==> config.mk <==
export PLATFORM = sky130hd
export DESIGN_NAME = bmhq_ctrl
export DESIGN_NICKNAME = d
export VERILOG_FILES = /design/src/bmhq_pkg.sv /design/src/bmhq_ctrl.sv
export SDC_FILE = /design/constraint.sdc
export NUM_CORES = 1
export LEC_CHECK = 0
export CORE_AREA = 5 5 42 44
export CTS_BUF_LIST = sky130_fd_sc_hd__clkbuf_16
export CTS_CLUSTER_SIZE = 16
export DETAILED_ROUTE_END_ITERATION = 12
export DIE_AREA = 0 0 47 49
export DONT_BUFFER_PORTS = 1
export MAX_ROUTING_LAYER = met4
export PLACE_DENSITY_LB_ADDON = 0.15
export SETUP_SLACK_MARGIN = 0.4
export SKIP_LAST_GASP = 1
export SLEW_MARGIN = 20
export SYNTH_ARGS = -nofsm -noshare
export SYNTH_HDL_FRONTEND = slang
export SYNTH_SLANG_ARGS = --single-unit
==> constraint.sdc <==
create_clock -name clk -period 3.45 [get_ports clk]
set_clock_uncertainty 0.15 [all_clocks]
set_input_delay 0.69 -clock clk [delete_from_list [all_inputs] [get_ports clk]]
set_output_delay 0.69 -clock clk [all_outputs]
set_load 0.05 [all_outputs]
==> src/bmhq_pkg.sv <==
`timescale 1ns / 1ps
// ----------------------------------------------------------------------------
// bmhq_pkg
// Shared types, widths and codes for the binary max-heap priority queue.
// ----------------------------------------------------------------------------
package bmhq_pkg;

	localparam int DEPTH   = 64;
	localparam int ADDR_W  = $clog2(DEPTH);
	localparam int CNT_W   = $clog2(DEPTH + 1);
	localparam int CHILD_W = ADDR_W + 2;
	localparam int FILL_W  = 7;
	localparam int PRIO_W  = 32;
	localparam int NODE_W  = 16;

	// operation codes
	localparam logic MODE_PUSH = 1'b0;
	localparam logic MODE_POP  = 1'b1;

	// result status codes
	localparam logic [1:0] ST_PUSHED  = 2'd0;
	localparam logic [1:0] ST_POPPED  = 2'd1;
	localparam logic [1:0] ST_EMPTY   = 2'd2;
	localparam logic [1:0] ST_DROPPED = 2'd3;

	// read address selection
	localparam logic [1:0] RD_PARENT    = 2'd0;
	localparam logic [1:0] RD_ROOT_TAIL = 2'd1;
	localparam logic [1:0] RD_CHILDREN  = 2'd2;

	// sift-down choice
	localparam logic [1:0] DN_NONE  = 2'd0;
	localparam logic [1:0] DN_LEFT  = 2'd1;
	localparam logic [1:0] DN_RIGHT = 2'd2;

	typedef struct packed {
		logic                     mode;
		logic signed [PRIO_W-1:0] prio_value;
		logic [NODE_W-1:0]        start_node;
		logic [NODE_W-1:0]        end_node;
	} item_t;

	typedef struct packed {
		logic [1:0]               status;
		logic signed [PRIO_W-1:0] out_prio;
		logic [NODE_W-1:0]        out_start;
		logic [NODE_W-1:0]        out_end;
		logic [FILL_W-1:0]        fill_count;
		logic                     is_empty_flag;
	} result_t;

	typedef struct packed {
		logic signed [PRIO_W-1:0] prio;
		logic [NODE_W-1:0]        start;
		logic [NODE_W-1:0]        stop;
	} entry_t;

	typedef struct packed {
		logic       load_push;
		logic       rd_en;
		logic [1:0] rd_sel;
		logic       up_step;
		logic       place;
		logic       cnt_inc;
		logic       pop_take;
		logic       dn_step;
		logic       finish;
		logic [1:0] code;
	} cmd_t;

	typedef struct packed {
		logic       full;
		logic       empty;
		logic       one_left;
		logic       pos_root;
		logic       up_swap;
		logic [1:0] dn_sel;
	} stat_t;

endpackage

==> src/bmhq_ctrl.sv <==
`timescale 1ns / 1ps
// ----------------------------------------------------------------------------
// bmhq_ctrl
// Sequencer for push (sift up) and pop (sift down) over the heap datapath.
// ----------------------------------------------------------------------------
module bmhq_ctrl (
	input  logic            clk,
	input  logic            arst_n,
	input  logic            start,
	input  logic            mode,
	input  bmhq_pkg::stat_t stat,
	output bmhq_pkg::cmd_t  cmd,
	output logic            busy
);

	localparam logic [2:0] S_IDLE   = 3'd0;
	localparam logic [2:0] S_UP_RD  = 3'd1;
	localparam logic [2:0] S_UP_CMP = 3'd2;
	localparam logic [2:0] S_POP_LD = 3'd3;
	localparam logic [2:0] S_DN_RD  = 3'd4;
	localparam logic [2:0] S_DN_CMP = 3'd5;
	localparam logic [2:0] S_DONE   = 3'd6;

	logic [2:0] state_q;
	logic [2:0] state_d;
	logic [1:0] code_q;
	logic [1:0] code_d;

	always_comb begin
		state_d = state_q;
		code_d  = code_q;
		cmd     = '0;
		cmd.code = code_q;
		unique case (state_q)
			S_IDLE: begin
				if (start) begin
					if (mode == bmhq_pkg::MODE_PUSH) begin
						if (stat.full) begin
							code_d  = bmhq_pkg::ST_DROPPED;
							state_d = S_DONE;
						end else begin
							cmd.load_push = 1'b1;
							code_d        = bmhq_pkg::ST_PUSHED;
							state_d       = S_UP_RD;
						end
					end else begin
						if (stat.empty) begin
							code_d  = bmhq_pkg::ST_EMPTY;
							state_d = S_DONE;
						end else begin
							cmd.rd_en  = 1'b1;
							cmd.rd_sel = bmhq_pkg::RD_ROOT_TAIL;
							code_d     = bmhq_pkg::ST_POPPED;
							state_d    = S_POP_LD;
						end
					end
				end
			end
			S_UP_RD: begin
				if (stat.pos_root) begin
					cmd.place   = 1'b1;
					cmd.cnt_inc = 1'b1;
					state_d     = S_DONE;
				end else begin
					cmd.rd_en  = 1'b1;
					cmd.rd_sel = bmhq_pkg::RD_PARENT;
					state_d    = S_UP_CMP;
				end
			end
			S_UP_CMP: begin
				if (stat.up_swap) begin
					cmd.up_step = 1'b1;
					state_d     = S_UP_RD;
				end else begin
					cmd.place   = 1'b1;
					cmd.cnt_inc = 1'b1;
					state_d     = S_DONE;
				end
			end
			S_POP_LD: begin
				cmd.pop_take = 1'b1;
				state_d      = stat.one_left ? S_DONE : S_DN_RD;
			end
			S_DN_RD: begin
				cmd.rd_en  = 1'b1;
				cmd.rd_sel = bmhq_pkg::RD_CHILDREN;
				state_d    = S_DN_CMP;
			end
			S_DN_CMP: begin
				if (stat.dn_sel == bmhq_pkg::DN_NONE) begin
					cmd.place = 1'b1;
					state_d   = S_DONE;
				end else begin
					cmd.dn_step = 1'b1;
					state_d     = S_DN_RD;
				end
			end
			S_DONE: begin
				cmd.finish = 1'b1;
				state_d    = S_IDLE;
			end
			default: begin
				state_d = S_IDLE;
			end
		endcase
	end

	always_ff @(posedge clk or negedge arst_n) begin
		if (!arst_n) begin
			state_q <= S_IDLE;
			code_q  <= bmhq_pkg::ST_PUSHED;
		end else begin
			state_q <= state_d;
			code_q  <= code_d;
		end
	end

	assign busy = (state_q != S_IDLE);

endmodule

==> key figures, run 1 <==
Run status
  • Result of the run: complete, no violations

Yosys
  • Synth Area in Compound Gates: 23.58%
  • Number of standard cells after synthesis: 51
  • Flops & latches, synth: 5
  • Sequential area share after synthesis: 29.85%
  • Library cell with the largest summed area after synthesis: dfrtp_1
  • Proportion of netlist area held by the largest area contributor: 29.85%
  • Cells taking the most area after synthesis: dfrtp_1 30%, nor2b_1 7.5%, and3b_1 6.3%
  • Main combinational cell family by area after synthesis: simple AND/OR/NAND/NOR gates
  • Net count after synthesis: 62
  • Post-Synth Adder-Cell Area: 0%
  • Simple logic cell fraction of the synthesized area: 37.61%
  • Average footprint of a synthesized cell: 8.219 µm²
  • Synthesized area: 419.2 µm²
  • Post-synthesis mux area share: 2.388%
  • Xor and xnor fraction of the mapped netlist area: 0%
  • Count of warnings emitted by yosys: 0
  • Synth unique cells: 27

Die
  • Die boundary height: 49 µm
  • Initial standard-cell utilization of the core: 29.91%
  • Row count: 14
  • Horizontal die dimension: 47 µm
  • Core area: 1401 µm²
  • Die area: 2303 µm²
  • IO Pins: 24

Setup path
  • Worst Path Max Fanout: 17
  • Worst EP arrival: 1.89 ns
  • Worst setup SP type: flop
  • Reg2Reg Setup Slack: 1.66 ns
  • Critical Setup Path Class: flop to output pin
  • Critical Path End Type: output pin
  • Endpoint required time on the critical path: 2.61 ns

Clock tree
  • CTS HTree Levels: 1
  • Cell at the root of the clock tree: clkbuf_16
  • Number of gates resized after CTS: 0
  • Hold Buf Count CTS: 0
  • Count of clock tree sinks: 5
  • Worst-Skew Late Latency: 0.22 ns
  • Number of buffers between clock root and the deepest sink: 2
  • Setup bufs post-CTS: 0
  • Clock tree from TritonCTS: done
  • Clock edge transition at the registers on the reported setup and hold paths: 0.03 ns
  • Clock buffers created by TritonCTS: 3

Pwr
  • Overall power: 704.2 µW
  • P_leak: 0.0002354 µW
  • Worst voltage drop across the vdd grid: 481.5 µV
  • Power density of the placed cells: 1285 nW/µm²

Timing
  • Worst path setup slack after routing: 0.7211 ns
  • Total count of hold-check failures in the final report: 0
  • Fraction of the cycle the final worst path needs: 79.10%
  • Actual transition at the worst max-transition pin: 0.6067 ns
  • Peak Freq: 0.3664 GHz
  • Min Tclk post-route: 2.729 ns
  • Unrepaired setup endpoints after global routing: no
  • Final setup violation count: 0
  • Number of pins exceeding their max-slew limit in the final report: 0
  • Final worst hold slack: 0.01077 ns
  • Max-Slew Margin vs Limit: 58.98%
  • Setup_tns: 0 ns

Global routing
  • Wire length of the first global-routing pass: 1.607 mm
  • Residual overflow from global routing: 0
  • Pin count of the biggest net entering global routing: 18
  • Number of antenna violations at the first check in global routing: 0
  • Vias in the first global route: 376
  • Overall fraction of global-route tracks in use: 9.500%

Layout
  • Filler Cells Inserted: 164
  • Most frequent cells in the layout: 6 x buf_4, 5 x nor2b_1, 5 x nor2_1, 5 x dfrtp_1, 4 x a21oi_1
  • Finished layout cell area: 548.0 µm²
  • Most common library cell in the layout ignoring fill and taps: buf_4
  • Fraction of final layout cells sized beyond drive strength 1: 20.69%
  • Net count of the finished layout: 70
  • Area growth from synthesis to final layout: 30.75%
  • Ant. Diodes: 0

Routing
  • Drt total wl: 1.048 mm
  • Iteration-0 DRC count of the detailed router: 2
  • Routed length per placed instance: 14.16 µm
  • Ratio of routed vias to standard cells: 5.243
  • DR pass1 iterations: 2
  • Total number of vias: 388
  • Post-route antenna net violation count: 0
  • DRC viols: 0

Placed design
  • IO buf count: 0
  • Worst setup slack before clock tree synthesis: 0.9011 ns
  • Routability-driven placement congestion ratio: 0.6578
  • DP Wirelength: 795.7 µm
  • Total placed instance area: 469.2 µm²

Min path
  • Worst min-delay path category: input pin to async pin

Flow run
  • Max Cap Viol: 0
power by group:
part	switching [µW]	internal [µW]	leakage (µW)
registers	111	86.7	0.0000583
logic	215	107	0.000135
clock network	34.8	150	0.0000423
total	361	343	0.000235
cell families (layout without fill, tap and decap cells):
| kind of cell | count (synthesis) | after routing |
|---|---|---|
| AOI/OAI and AO/OA | 14 | 14 |
| buffers and inverters | 5 | 12 |
| DFF | 5 | 5 |
| muxes | 1 | 1 |
| and+or+nand+nor | 26 | 26 |
path summary, 6_finish.rpt:
| path | from | depth (start not counted) | endpoint |
|---|---|---|---|
| min in group clk | stat[2] | 2 | state_q[0] |
| max | state_q[1] | 4 | cmd[6] |
| max reg2reg | state_q[1] | 3 | state_q[2] |
| min reg2reg | state_q[0] | 1 | state_q[0] |
| max in group asynchronous | arst_n | 0 | state_q[2] |
| min | arst_n | 0 | code_q[1] |
cell type report:
type	instances	area, µm²	area share (%)
multi-input cells	41	271.5	49.54
flip-flops and latches	5	125.1	22.83
clock buffers	3	75.07	13.70
repair buffers	6	45.04	8.219
well taps	16	20.02	3.653
inverters	2	7.507	1.370
clock inverters	1	3.754	0.6849
worst max-delay path, cell delays in order, from the launching register on:
cell and delay [ns]:
dfrtp_1 0.60, or3b_1 0.41, a21oi_2 0.13, buf_4 0.21
a31o_2 0.31
through the flow:
| stage | std cells | utilization (%) |
|---|---|---|
| 2_1_floorplan | 51 | - |
| 3_3_place_gp | 70 | 33.48 |
| 3_5_place_dp | 70 | 33.48 |
| 4_1_cts | 74 | 39.11 |
| 5_1_grt | 74 | 39.11 |
| 6_report | 74 | 39.11 |
synth_stat cells, drive strengths merged:
| cell type | instances |
|---|---|
| or4 | 1 |
| o2111a | 1 |
| buf | 2 |
| a211oi | 1 |
| clkbuf | 1 |
| or3b | 1 |
| nor2 | 5 |
| nor2b | 5 |
| inv | 2 |
| a31o | 1 |
| dfrtp | 5 |
| and3b | 3 |
| mux2i | 1 |
| nand2b | 1 |
| and3 | 1 |
| o31ai | 2 |
| nor3 | 3 |
| nor4b | 1 |
| o21ai | 2 |
| a21oi | 5 |
| nand2 | 3 |
| nand3b | 1 |
| a221oi | 1 |
| o2bb2ai | 1 |
| or4b | 1 |
flip-flops by register name, indices dropped and copies added, names as in the netlist:
| signal | count |
|---|---|
| state_q | 3 |
| code_q | 2 |
layer usage:
metal	share of wire [%]	up-vias	global-route usage (%)
li1	-	202	-
met1	43	175	11.58
met2	47	11	14.03
met3	10	0	2.952
met4	0	0	4.147
met5	0	-	-
No activity file was read; power rests on OpenSTA's default activity.
==> run 2, diff against run 1 <==
- clock period: 3.45 -> 2.58 ns (I/O delays scaled with it)
==> run 2 against run 1 <==
Compared with the run above:
- non-clock buffer count is 10 higher
- critical path depth did not move
- combinational power up 97%
- sequential share of layout area fell by 3.7 points
- via count grew 14%
- first-iteration DRC count is 50% higher
- global-route usage rose by 1.3 points
- setup slack worse by 0.31 ns
==> key figures, run 2 (same netlist as run 1, synthesis figures left out) <==
Pwr
  • Fraction of power consumed by combinational cells: 57.2% (was 45.7%)
  • Clock network power share: 22.6% (was 26.2%)
  • Switching Fraction: 48.15% (was 51.28%)
  • Power density of the placed cells: 1645 nW/µm² (was 1285 nW/µm²)
  • P_leak: 0.0003031 µW (was 0.0002354 µW)
  • Int Power: 575.2 µW (was 343.1 µW)
  • Reg power frac: 20.2% (was 28.1%)
  • Power dissipated by switching net loads: 534.1 µW (was 361.2 µW)
  • Worst voltage drop across the vdd grid: 675.8 µV (was 481.5 µV)

Global routing
  • Vias in the first global route: 395 (was 376)
  • Residual overflow from global routing: 0 (unchanged)
  • Number of antenna violations at the first check in global routing: 0 (unchanged)
  • Overall fraction of global-route tracks in use: 10.76% (was 9.500%)
  • Pin count of the biggest net entering global routing: 11 (was 18)
  • Wire length of the first global-routing pass: 1.752 mm (was 1.607 mm)

Min path
  • Worst min-delay path category: input pin to flop (was input pin to async pin)

Timing
  • Worst path setup slack after routing: 0.4067 ns (was 0.7211 ns)
  • Max-Slew Margin vs Limit: 56.87% (was 58.98%)
  • Final setup violation count: 0 (unchanged)
  • Min Tclk post-route: 2.173 ns
  • Unrepaired setup endpoints after global routing: yes (was no)
  • Fraction of the cycle the final worst path needs: 84.24%
  • Peak Freq: 0.4601 GHz
  • Actual transition at the worst max-transition pin: 0.6380 ns (was 0.6067 ns)
  • Total count of hold-check failures in the final report: 0 (unchanged)
  • Number of pins exceeding their max-slew limit in the final report: 0 (unchanged)

Setup path
  • Number of cells traversed by the worst register-to-register path: 3 (unchanged)
  • Source of the critical timing path: state_q[0] (was state_q[1])
  • Worst r2r src: state_q[1] (unchanged)
  • Reg2Reg Setup Slack: 0.91 ns (was 1.66 ns)
  • Capturing instance or port of the critical path: cmd[10] (was cmd[6])
  • Number of buffer and inverter stages on the critical path: 2 (was 1)
  • Worst Path Max Fanout: 5 (was 17)
  • CP top delay family: simple AND/OR/NAND/NOR gates (was flip-flops)
  • Worst EP arrival: 1.51 ns (was 1.89 ns)
  • Worst setup SP type: flop (unchanged)
  • Capture instance of the worst register-to-register path: code_q[1] (was state_q[2])
  • Critical Path End Type: output pin (unchanged)
  • Library cell appearing most often on the critical path: buf_6
  • Crit path depth: 4 (unchanged)
  • Endpoint required time on the critical path: 1.91 ns (was 2.61 ns)
  • Delay contributed by the slowest stage of the critical path: 0.47 ns (was 0.60 ns)
  • Cell with the biggest individual delay on the critical path: or4b_4 (was dfrtp_1)
  • CP cell instances: buf_6 > or4b_4 > o31ai_2 > buf_6 (was or3b_1 > a21oi_2 > buf_4 > a31o_2)
  • Critical Setup Path Class: flop to output pin (unchanged)

Routing
  • Post-route antenna net violation count: 0 (unchanged)
  • Total number of vias: 442 (was 388)
  • Drt total wl: 1.248 mm (was 1.048 mm)
  • DRC viols: 0 (unchanged)
  • Ratio of routed vias to standard cells: 5.262 (was 5.243)
  • Routed length per placed instance: 14.86 µm (was 14.16 µm)
  • DR pass1 iterations: 3 (was 2)
  • Iteration-0 DRC count of the detailed router: 3 (was 2)

Flow run
  • Max Cap Viol: 0 (unchanged)

Layout
  • Most frequent cells in the layout: 11 x buf_4, 5 x nor2b_1, 5 x nor2_1 (was 6 x buf_4, 5 x nor2b_1, 5 x nor2_1, 5 x dfrtp_1, 4 x a21oi_1)
  • Area growth from synthesis to final layout: 60.90% (was 30.75%)
  • Final Util: 48.13% (was 39.11%)
  • Number of flip-flops in the largest register: 3 (unchanged)
  • Top reg by flops: state_q (unchanged)
  • Net count of the finished layout: 80 (was 70)
  • Filler Cells Inserted: 136 (was 164)
  • Most common library cell in the layout ignoring fill and taps: buf_4 (unchanged)
  • Ant. Diodes: 0 (unchanged)
  • Total area of sequential cells: 128.9 µm² (was 125.1 µm²)
  • Area occupied by multi-input gates: 300.3 µm² (was 271.5 µm²)
  • Biggest registers after layout: state_q x3, code_q x2 (unchanged)
  • Fraction of final layout cells sized beyond drive strength 1: 39.71% (was 20.69%)
  • Layout Cells excl Fill: 84 (was 74)

Clock tree
  • Worst-Skew Late Latency: 0.23 ns (was 0.22 ns)
  • Clock tree from TritonCTS: done (unchanged)
  • Cell at the root of the clock tree: clkbuf_16 (unchanged)
  • CTS HTree Levels: 1 (unchanged)
  • Number of buffers between clock root and the deepest sink: 2 (unchanged)
  • Clock buffers created by TritonCTS: 3 (unchanged)
  • Count of clock tree sinks: 5 (unchanged)
  • Clock edge transition at the registers on the reported setup and hold paths: 0.03 ns (about the same)

Run status
  • Result of the run: complete, no violations (unchanged)

Die
  • Horizontal die dimension: 47 µm (unchanged)
  • Die boundary height: 49 µm (unchanged)
  • Initial standard-cell utilization of the core: 29.91% (unchanged)
  • Row count: 14 (unchanged)
  • Die area: 2303 µm² (unchanged)
  • Core area: 1401 µm² (unchanged)
  • IO Pins: 24 (unchanged)

Placed design
  • IO buf count: 0 (unchanged)
  • Worst setup slack before clock tree synthesis: 0.4953 ns (was 0.9011 ns)
  • Routability-driven placement congestion ratio: 0.7061 (was 0.6578)
  • Cell count after placement: 72 (was 70)
  • DP Wirelength: 848.3 µm (was 795.7 µm)
## run 2: power by group through the flow
stage | Combinational, µW | Clock (µW) | Sequential (µW)
after floorplan | 414 | 0 | 205
after global placement | 481 | 0 | 243
after detailed placement | 481 | 0 | 242
after CTS | 532 | 257 | 229
after global routing | 675 | 265 | 232
final | 634 | 251 | 224
## run 2: worst min path at each step
stage	from	slack [ns]	end	depth (start not counted)
finish	stat[2]	0.31	state_q[0]	2
global route	stat[2]	0.32	state_q[0]	2
CTS	stat[2]	0.31	state_q[0]	2
detailed placement	arst_n	0.07	code_q[1]	0
global placement	arst_n	0.07	state_q[1]	0
floorplan	arst_n	0.07	code_q[0]	0
## run 2: area by class of cell
type                       instances  area share [%]
multi-input combinational         41           44.53
timing repair buffer              16           20.59
sequential                         5           19.11
clock buffer                       3           11.13
tap                               16           2.968
inverter                           2           1.113
clock inverter                     1          0.5566
## run 2: stage by stage
stage	hold WS (ns)	setup TNS, ns	instance area, µm²	total power [µW]
floorplan	0.07041	-0.02849	419.2	619.2
global placement	0.07058	0	484.2	724.4
detailed placement	0.07058	0	484.2	723.0
CTS	0.3108	0	595.6	1018
global route	0.3168	0	674.4	1172
finish	0.3102	0	674.4	1109
## run 2: metal layers
metal  wire [µm]  global-route usage [%]
met1         481                   11.66
met2         670                   16.52
met3          81                   2.952
met5           0                       -
met4          14                   6.912
## run 2: timing repair
action	CTS	global route
hold buffers	1	0
gates resized for setup	4	10
setup buffers	1	6
pin swaps	0	1
endpoints found under the setup margin	5	7
endpoints found under the hold margin	5	0
